==> src/rtl/rbnh_pkg.sv <==
`default_nettype none
package rbnh_pkg;
  // configuration register indexes
  localparam logic [2:0] REG_START_X = 3'd0;
  localparam logic [2:0] REG_START_Y = 3'd1;
  localparam logic [2:0] REG_START_Z = 3'd2;
  localparam logic [2:0] REG_DIR_X   = 3'd3;
  localparam logic [2:0] REG_DIR_Y   = 3'd4;
  localparam logic [2:0] REG_DIR_Z   = 3'd5;
  localparam int CFG_IDX_W = 3;
endpackage
`default_nettype wire

==> src/rtl/rbnh_div.sv <==
`default_nettype none
// unsigned restoring divider, one quotient bit a cycle
module rbnh_div #(
  parameter int NW = 34,
  parameter int QW = 50
) (
  input  wire logic          clk,
  input  wire logic          rst,
  input  wire logic          start,
  input  wire logic [NW-1:0] num,
  input  wire logic [NW-1:0] den,
  output logic               done,
  output logic [QW-1:0]      quo
);
  localparam int CW = $clog2(QW + 1);
  logic [NW:0]     rem;
  logic [NW-1:0]   dsr;
  logic [QW-1:0]   nsh;
  logic [CW-1:0]   cnt;
  logic            busy;
  logic [NW:0]     trial;

  always_comb begin
    trial = {rem[NW-1:0], nsh[QW-1]};
  end

  always_ff @(posedge clk) begin
    if (rst) begin
      busy <= 1'b0;
      done <= 1'b0;
      cnt  <= '0;
    end else begin
      done <= 1'b0;
      if (start) begin
        busy <= 1'b1;
        rem  <= '0;
        dsr  <= den;
        nsh  <= QW'(num) << (QW - NW);
        quo  <= '0;
        cnt  <= CW'(QW);
      end else if (busy) begin
        nsh <= nsh << 1;
        if (trial >= {1'b0, dsr}) begin
          rem <= trial - {1'b0, dsr};
          quo <= {quo[QW-2:0], 1'b1};
        end else begin
          rem <= trial;
          quo <= {quo[QW-2:0], 1'b0};
        end
        cnt <= cnt - 1'b1;
        if (cnt == CW'(1)) begin
          busy <= 1'b0;
          done <= 1'b1;
        end
      end
    end
  end
endmodule
`default_nettype wire

==> src/rtl/rbnh_front.sv <==
`default_nettype none
// forms slab offsets per axis, two-entry queue towards the back part
module rbnh_front #(
  parameter int CW = 32
) (
  input  wire logic             clk,
  input  wire logic             rst,
  input  wire logic             push,
  output logic                  full,
  input  wire logic [3*CW-1:0]  ctr,
  input  wire logic [3*CW-4:0]  half,
  input  wire logic             last_in,
  input  wire logic [3*CW-1:0]  start,
  output logic                  q_valid,
  input  wire logic             q_pop,
  output logic [6*(CW+2)-1:0]   q_off,
  output logic                  q_last
);
  localparam int OW = CW + 2;
  localparam int EW = 6 * OW + 1;
  logic [EW-1:0] mem [2];
  logic [1:0]    cnt;
  logic          wp, rp;
  logic [EW-1:0] ent;

  always_comb begin
    for (int a = 0; a < 3; a++) begin
      ent[(2*a)*OW +: OW] = OW'($signed(ctr[a*CW +: CW]))
        - OW'(half[a*(CW-1) +: CW-1]) - OW'($signed(start[a*CW +: CW]));
      ent[(2*a+1)*OW +: OW] = OW'($signed(ctr[a*CW +: CW]))
        + OW'(half[a*(CW-1) +: CW-1]) - OW'($signed(start[a*CW +: CW]));
    end
    ent[EW-1] = last_in;
  end

  assign full    = cnt == 2'd2;
  assign q_valid = cnt != 2'd0;
  assign q_off   = mem[rp][EW-2:0];
  assign q_last  = mem[rp][EW-1];

  always_ff @(posedge clk) begin
    if (rst) begin
      cnt <= '0;
      wp  <= 1'b0;
      rp  <= 1'b0;
    end else begin
      if (push && !full) begin
        mem[wp] <= ent;
        wp <= ~wp;
      end
      if (q_pop && q_valid) rp <= ~rp;
      cnt <= cnt + {1'b0, push && !full} - {1'b0, q_pop && q_valid};
    end
  end
endmodule
`default_nettype wire

==> src/rtl/rbnh_back.sv <==
`default_nettype none
// per-axis slab times on two shared dividers, entry/exit, running nearest
module rbnh_back #(
  parameter int CW = 32,
  parameter int FB = 16
) (
  input  wire logic              clk,
  input  wire logic              rst,
  input  wire logic              q_valid,
  output logic                   q_pop,
  input  wire logic [6*(CW+2)-1:0] q_off,
  input  wire logic              q_last,
  input  wire logic [3*CW-1:0]   dir,
  output logic                   empty,
  input  wire logic              pop,
  output logic                   box_hit,
  output logic [CW-1:0]          box_time,
  output logic                   best_hit,
  output logic [CW-1:0]          best_time,
  output logic                   set_done
);
  localparam int OW = CW + 2;
  localparam int QW = OW + FB;
  localparam int TW = CW + 2;
  localparam logic signed [TW-1:0] TMAX = TW'((64'sd1 <<< (CW-1)) - 1);
  localparam logic signed [TW-1:0] TMIN = -TMAX - 1;

  typedef enum logic [2:0] {S_IDLE, S_START, S_WAIT, S_AXIS, S_FIN, S_OUT} st_t;
  st_t st;
  logic [1:0] axis;
  logic signed [OW-1:0] lo, hi;
  logic signed [CW-1:0] d;
  logic signed [TW-1:0] entry, exitm, t0, t1, tl, th, tres;
  logic miss, dv0, dv1, last_r;
  logic [QW-1:0] q0, q1;
  logic signed [CW-1:0] ntime;
  logic nvalid;
  logic [OW-1:0] ulo, uhi, ud;

  assign lo = q_off[(2*axis)*OW +: OW];
  assign hi = q_off[(2*axis+1)*OW +: OW];
  assign d  = dir[axis*CW +: CW];
  assign ulo = lo[OW-1] ? -lo : lo;
  assign uhi = hi[OW-1] ? -hi : hi;
  assign ud  = d[CW-1] ? -OW'(d) : OW'(d);

  rbnh_div #(.NW(OW), .QW(QW)) u_div0 (
    .clk(clk), .rst(rst), .start(st == S_START), .num(ulo), .den(ud),
    .done(dv0), .quo(q0));
  rbnh_div #(.NW(OW), .QW(QW)) u_div1 (
    .clk(clk), .rst(rst), .start(st == S_START), .num(uhi), .den(ud),
    .done(dv1), .quo(q1));

  function automatic logic signed [TW-1:0] sat(input logic [QW-1:0] q,
                                               input logic neg);
    logic [QW-1:0] cap;
    logic [QW-1:0] m;
    begin
      cap = neg ? QW'(TMAX) + 1'b1 : QW'(TMAX);
      m = q > cap ? cap : q;
      sat = neg ? -TW'(m) : TW'(m);
    end
  endfunction

  always_comb begin
    t0 = sat(q0, lo[OW-1] != d[CW-1]);
    t1 = sat(q1, hi[OW-1] != d[CW-1]);
    tl = t0 < t1 ? t0 : t1;
    th = t0 < t1 ? t1 : t0;
    tres = (miss || exitm < entry) ? TMAX : (entry < TMIN ? TMIN : entry);
  end

  assign q_pop = st == S_FIN;
  assign empty = st != S_OUT;

  always_ff @(posedge clk) begin
    if (rst) begin
      st     <= S_IDLE;
      ntime  <= CW'(TMAX);
      nvalid <= 1'b0;
      axis   <= '0;
    end else begin
      case (st)
        S_IDLE: begin
          if (q_valid) begin
            axis  <= '0;
            entry <= TMIN - 1;
            exitm <= TMAX + 1;
            miss  <= 1'b0;
            st    <= S_AXIS;
          end
        end
        S_AXIS: begin
          if (d == '0) begin
            if (lo > 0 || hi < 0) miss <= 1'b1;
            if (axis == 2'd2) st <= S_FIN;
            else axis <= axis + 1'b1;
          end else begin
            st <= S_START;
          end
        end
        S_START: st <= S_WAIT;
        S_WAIT: begin
          if (dv0 && dv1) begin
            if (tl > entry) entry <= tl;
            if (th < exitm) exitm <= th;
            if (axis == 2'd2) st <= S_FIN;
            else begin
              axis <= axis + 1'b1;
              st   <= S_AXIS;
            end
          end
        end
        S_FIN: begin
          box_hit  <= !(miss || exitm < entry);
          box_time <= CW'(tres);
          set_done <= q_last;
          last_r   <= q_last;
          if (!(miss || exitm < entry)) begin
            best_hit  <= 1'b1;
            best_time <= (!nvalid || tres < TW'(ntime)) ? CW'(tres) : ntime;
            ntime     <= (!nvalid || tres < TW'(ntime)) ? CW'(tres) : ntime;
            nvalid    <= 1'b1;
          end else begin
            best_hit  <= nvalid;
            best_time <= ntime;
          end
          st <= S_OUT;
        end
        S_OUT: begin
          if (last_r) begin
            ntime  <= CW'(TMAX);
            nvalid <= 1'b0;
            last_r <= 1'b0;
          end
          if (pop) st <= S_IDLE;
        end
        default: st <= S_IDLE;
      endcase
    end
  end
endmodule
`default_nettype wire

==> src/rtl/ray_box_nearest_hit.sv <==
`default_nettype none
// channel  | direction | handshake        | payload
// box in   | input     | push / full      | center_*, half_*, last_box
// result   | output    | empty / pop      | box_hit, box_time, best_*, set_done
// config   | input     | cfg_valid/ready  | cfg_index, cfg_data
// a request's run time, at Q16.16 as at other widths, is set by
//   the radix-2 divider pair that handles one axis (both slab times) at a time
// an axis with zero direction skips the dividers
// synchronous reset clears the ray to zero and the running nearest hit
// the front queue holds two boxes while the back part is busy or stalled
module ray_box_nearest_hit #(
  parameter int COORD_WIDTH = 32,
  parameter int FRAC_BITS   = 16
) (
  input  wire logic                         clk,
  input  wire logic                         rst,
  input  wire logic                         push,
  output logic                              full,
  input  wire logic [COORD_WIDTH-1:0]       center_x,
  input  wire logic [COORD_WIDTH-1:0]       center_y,
  input  wire logic [COORD_WIDTH-1:0]       center_z,
  input  wire logic [COORD_WIDTH-2:0]       half_x,
  input  wire logic [COORD_WIDTH-2:0]       half_y,
  input  wire logic [COORD_WIDTH-2:0]       half_z,
  input  wire logic                         last_box,
  output logic                              empty,
  input  wire logic                         pop,
  output logic                              box_hit,
  output logic [COORD_WIDTH-1:0]            box_time,
  output logic                              best_hit,
  output logic [COORD_WIDTH-1:0]            best_time,
  output logic                              set_done,
  input  wire logic                         cfg_valid,
  output logic                              cfg_ready,
  input  wire logic [rbnh_pkg::CFG_IDX_W-1:0] cfg_index,
  input  wire logic [COORD_WIDTH-1:0]       cfg_data
);
  import rbnh_pkg::*;
  localparam int CW = COORD_WIDTH;

  logic [CW-1:0] start_x, start_y, start_z, dir_x, dir_y, dir_z;
  logic          q_valid, q_pop, q_last;
  logic [6*(CW+2)-1:0] q_off;

  assign cfg_ready = 1'b1;

  // ray registers
  always_ff @(posedge clk) begin
    if (rst) begin
      start_x <= '0; start_y <= '0; start_z <= '0;
      dir_x   <= '0; dir_y   <= '0; dir_z   <= '0;
    end else if (cfg_valid) begin
      case (cfg_index)
        REG_START_X: start_x <= cfg_data;
        REG_START_Y: start_y <= cfg_data;
        REG_START_Z: start_z <= cfg_data;
        REG_DIR_X:   dir_x   <= cfg_data;
        REG_DIR_Y:   dir_y   <= cfg_data;
        REG_DIR_Z:   dir_z   <= cfg_data;
        default: ;
      endcase
    end
  end

  rbnh_front #(.CW(CW)) u_front (
    .clk(clk), .rst(rst), .push(push), .full(full),
    .ctr({center_z, center_y, center_x}),
    .half({half_z, half_y, half_x}),
    .last_in(last_box),
    .start({start_z, start_y, start_x}),
    .q_valid(q_valid), .q_pop(q_pop), .q_off(q_off), .q_last(q_last));

  rbnh_back #(.CW(CW), .FB(FRAC_BITS)) u_back (
    .clk(clk), .rst(rst), .q_valid(q_valid), .q_pop(q_pop),
    .q_off(q_off), .q_last(q_last),
    .dir({dir_z, dir_y, dir_x}),
    .empty(empty), .pop(pop),
    .box_hit(box_hit), .box_time(box_time), .best_hit(best_hit),
    .best_time(best_time), .set_done(set_done));
endmodule
`default_nettype wire
==> config.mk <==
export PLATFORM = sky130hd
export DESIGN_NAME = ray_box_nearest_hit
export DESIGN_NICKNAME = d
export VERILOG_FILES = /design/src/rtl/rbnh_pkg.sv /design/src/rtl/rbnh_div.sv /design/src/rtl/rbnh_front.sv /design/src/rtl/rbnh_back.sv /design/src/rtl/ray_box_nearest_hit.sv
export SDC_FILE = /design/constraint.sdc
export NUM_CORES = 2
export LEC_CHECK = 0
export BUFFER_PORTS_ARGS = -buffer_cell sky130_fd_sc_hd__buf_4
export CAP_MARGIN = 10
export CORE_MARGIN = 2
export CORE_UTILIZATION = 50
export DETAILED_ROUTE_END_ITERATION = 8
export PLACE_DENSITY = 0.8
export SLEW_MARGIN = 20
export SYNTH_ARGS = -nofsm -noshare
export SYNTH_HDL_FRONTEND = slang
export SYNTH_SLANG_ARGS = --single-unit
==> constraint.sdc <==
create_clock -name clk -period 21.1 [get_ports clk]
set_clock_uncertainty 0.15 [all_clocks]
set_input_delay 4.22 -clock clk [delete_from_list [all_inputs] [get_ports clk]]
set_output_delay 4.22 -clock clk [all_outputs]
set_load 0.05 [all_outputs]
==> results.md <==
- Status: completed
- Antenna-violating nets left: 0
- P_leak: 32.07 nW
- 1st-iter DRT viols: between 5000 and 6000
- GR Util All Layers: 27.07%
- Total power: a little under 8 mW
- Syn-to-layout area delta: 10.86%
- Final-report hold violation count: 0
- CORE AREA: 145400 µm²
- Synth Instances: approximately 7800
- Gpl congestion: around 1.0
- Crit path DAT: about 16000 ps
- Layout Nets: 8875
- Max Root-Sink Buffers: 3
- Commonest non-fill, non-tap cell in the layout: edfxtp_1
- Post-Layout Cell Count: 9950
- Sum of buffers and inverters on the critical path: 8
- Width of the die: 386.3 µm
- CP Capture Type: flop
- Num rows: 140
- Setup ws final: ~6000 ps
- Final Setup Violations: 0
- CTS Hold Buffers Added: 0
- Most used DFF post-synth: edfxtp_1
- RSZ-0062 raised after global routing: false
- Syn_area_per_cell: about 9.4 µm²
- Placement Setup Slack: ~5700 ps
- CTS root buffer: clkbuf_16
- CP max stage cell: buf_4
- Vias in the first global route: about 57000
- Fin Setup TNS: 0 ps
- Final Max Slew Viols: 0
- PwrDens: 98.21 nW/µm²
- Min-Delay Path Depth: 2
- Yosys cell types: around 110
- Drt first pass iters: 6
- Post-CTS Setup Bufs: 0
- Synthesis-stage register bit count: 1068
- # clock sinks: between 1000 and 1500
- Sequential fraction of the synthesis area: about two fifths
- DRC Markers: 0
- Num CTS Buffers: 110
- Vias per cell: about 6.0
- CP top delay family: simple AND/OR/NAND/NOR gates
- Placed cells: roughly 10000
- Fillers: between 10000 and 15000
- TritonCTS clock tree: built
- IO buf count: 298
- DP Wirelength: 156.5 mm
- Most frequent cells in the layout: edfxtp_1 (817), nand2_1 (809), a21oi_1 (760)
- Wire per inst: ~21 µm
- CP required: around 21000 ps
- Critical R2R Launch: u_back.axis[0]$_SDFFE_PP0P_
- Least-Margin Pin Slew: about 1200 ps
- IO Pins: 300
- Period Utilization, post-route: between 70 and 80%
- Crit path max fanout: 65
- Max-cap viol count: 0
- Die area: 149200 µm²
- Clk_lat worst skew: between 700 and 800 ps
- Share of synthesized flip-flops with an asynchronous set or reset: 0%
- Clk slew on worst S/H paths: roughly 60 ps
- Die Y: around 390 µm
- Critical path origin: u_back.axis[0]$_SDFFE_PP0P_
- Worst min-delay path category: flop to flop
- Minimum clock period: roughly 15000 ps
- Initial antenna violation count: 5
- R2R cell count: between 40 and 50
- Vias: roughly 59000
- CP peak stage delay: ~700 ps
- Mapped Area: about 73000 µm²
- First-pass GRT wire length: about 320 mm
- GRT overflow: 0
- Layout cell share with drive strength beyond 1: 8.863%
- Slew HR: a little under a fifth
- Post-cts resize count: 0
- Startpoint types: flop
- Cell repeated most along the worst path: buf_4
- Post-synth EDFFs: between 800 and 900
- Final WL: 207.2 mm
- Critical path class: flop to flop
- Number of synthesis warnings: 0
- Starting density of the core: between 50% and 60%
- H-tree lvl count: 3
- Hold wc startpoint: dir_z[13]$_SDFFE_PP0P_
- FMAX: approximately 0.066 GHz
- Largest net degree at the start of global routing: 139
- Peak VDD IR: roughly 0.000077 V
- Instance count on the critical path: 49
- Antenna fix cells: 0
[path summary, 6_finish.rpt]
check,slack (ps),endpoint
worst max-delay path,5900,u_back.entry[9]$_SDFFCE_PN1P_
worst min-delay path,300,dir_z[13]$_SDFFE_PP0P_
worst min register to register,300,dir_z[13]$_SDFFE_PP0P_
worst max register to register,5900,u_back.entry[9]$_SDFFCE_PN1P_
[cell usage after synthesis, drive strengths merged (41+ instances only)]
library cell | instances | area (µm²)
nor4 | 41 | 262.8
edfxtp | 817 | 24530
o21a | 71 | 533.0
nand3 | 83 | 420.4
inv | 573 | 2151
mux2i | 184 | 1854
xor2 | 153 | 1340
or3 | 59 | 369.1
xnor2 | 360 | 3168
nand2 | 809 | 3037
ha | 695 | 8696
a31oi | 50 | 312.8
nor3 | 131 | 696.9
a211oi | 55 | 422.9
mux4 | 68 | 1554
a21oi | 767 | 3861
o21bai | 58 | 435.4
o21ai | 500 | 2517
and3 | 49 | 306.5
nor2 | 671 | 2531
nand4 | 73 | 456.7
dfxtp | 251 | 5025
nand2b | 96 | 600.6
a21o | 187 | 1404
buf | 77 | 480.5
and2 | 62 | 390.4
nor2b | 166 | 1039
clkbuf | 226 | 848.3
[through the flow]
| step | utilization, % | area [µm²] | hold slack [ps] |
|---|---|---|---|
| after floorplan | - | 73070 | 285.7 |
| after global placement | 52.98 | 77020 | 290.7 |
| after detailed placement | 52.98 | 77020 | 296.3 |
| after CTS | 55.67 | 80950 | 304.5 |
| after global routing | 55.71 | 81000 | 315.3 |
| final | 55.71 | 81000 | 304.3 |
[final cells by class]
class	count	area, µm²	share of cell area (%)
Clock buffer	150	3110	3.840
Clock inverter	59	814.5	1.006
Inverter	574	2155	2.660
Multi-Input combinational cell	5820	40180	49.61
Sequential cell	1068	29570	36.50
Tap cell	1917	2399	2.961
Timing Repair Buffer	362	2773	3.423
[logic make-up (layout without fill, tap and decap cells)]
family                     after synthesis  after routing  share of synthesized area, %
AOI/OAI and AO/OA                     1997           1997                         16.63
xor gates and xnor gates               513            513                         6.170
adders and majority gates              709            709                         12.29
buffers and inverters                  877           1145                         4.768
DFF                                   1068           1068                         40.46
muxes                                  266            266                         4.881
other                                    2              3                       0.01028
and+or+nand+nor                       2332           2332                         14.80
[sequential cells by signal, summed over array words and instances, names as in the netlist, 3 cells and up, named ones only]
name / count
u_back.entry: 34
u_back.box_time: 32
u_back.st: 3
u_back.u_div0.nsh: 34
dir_y: 32
u_back.u_div1.rem: 34
u_front.mem: 410
u_back.u_div1.nsh: 34
u_back.u_div0.cnt: 6
start_x: 32
u_back.u_div0.quo: 50
u_back.u_div0.dsr: 34
u_back.u_div1.cnt: 6
u_back.exitm: 34
start_y: 32
u_back.best_time: 32
dir_z: 32
u_back.u_div1.quo: 50
dir_x: 32
u_back.ntime: 32
start_z: 32
u_back.u_div0.rem: 34
[where the power goes]
| group | switching [mW] | leakage (nW) | internal, mW |
|---|---|---|---|
| Sequential | 0.113 | 9.46 | 2.67 |
| Clock | 0.870 | 1.91 | 1.24 |
| Combinational | 1.90 | 20.7 | 1.17 |
[worst register-to-register path, delay by kind of cell (launching register included)]
kind            cells  cell delay (ps)
compound gates     15             4210
xor+xnor            3              400
fa+ha+maj           4             1200
buf+inv             8             3240
flops               1              680
mux                 1              440
simple gates       18             4570
[layer usage]
layer	wire length, µm	up-vias	track usage (%)
met5	25	-	0
met4	10550	4	12.83
met3	14840	457	3.468
met2	99750	2422	46.36
met1	82080	28370	33.84
li1	-	28096	-
Power figures use the tool's default switching activity.
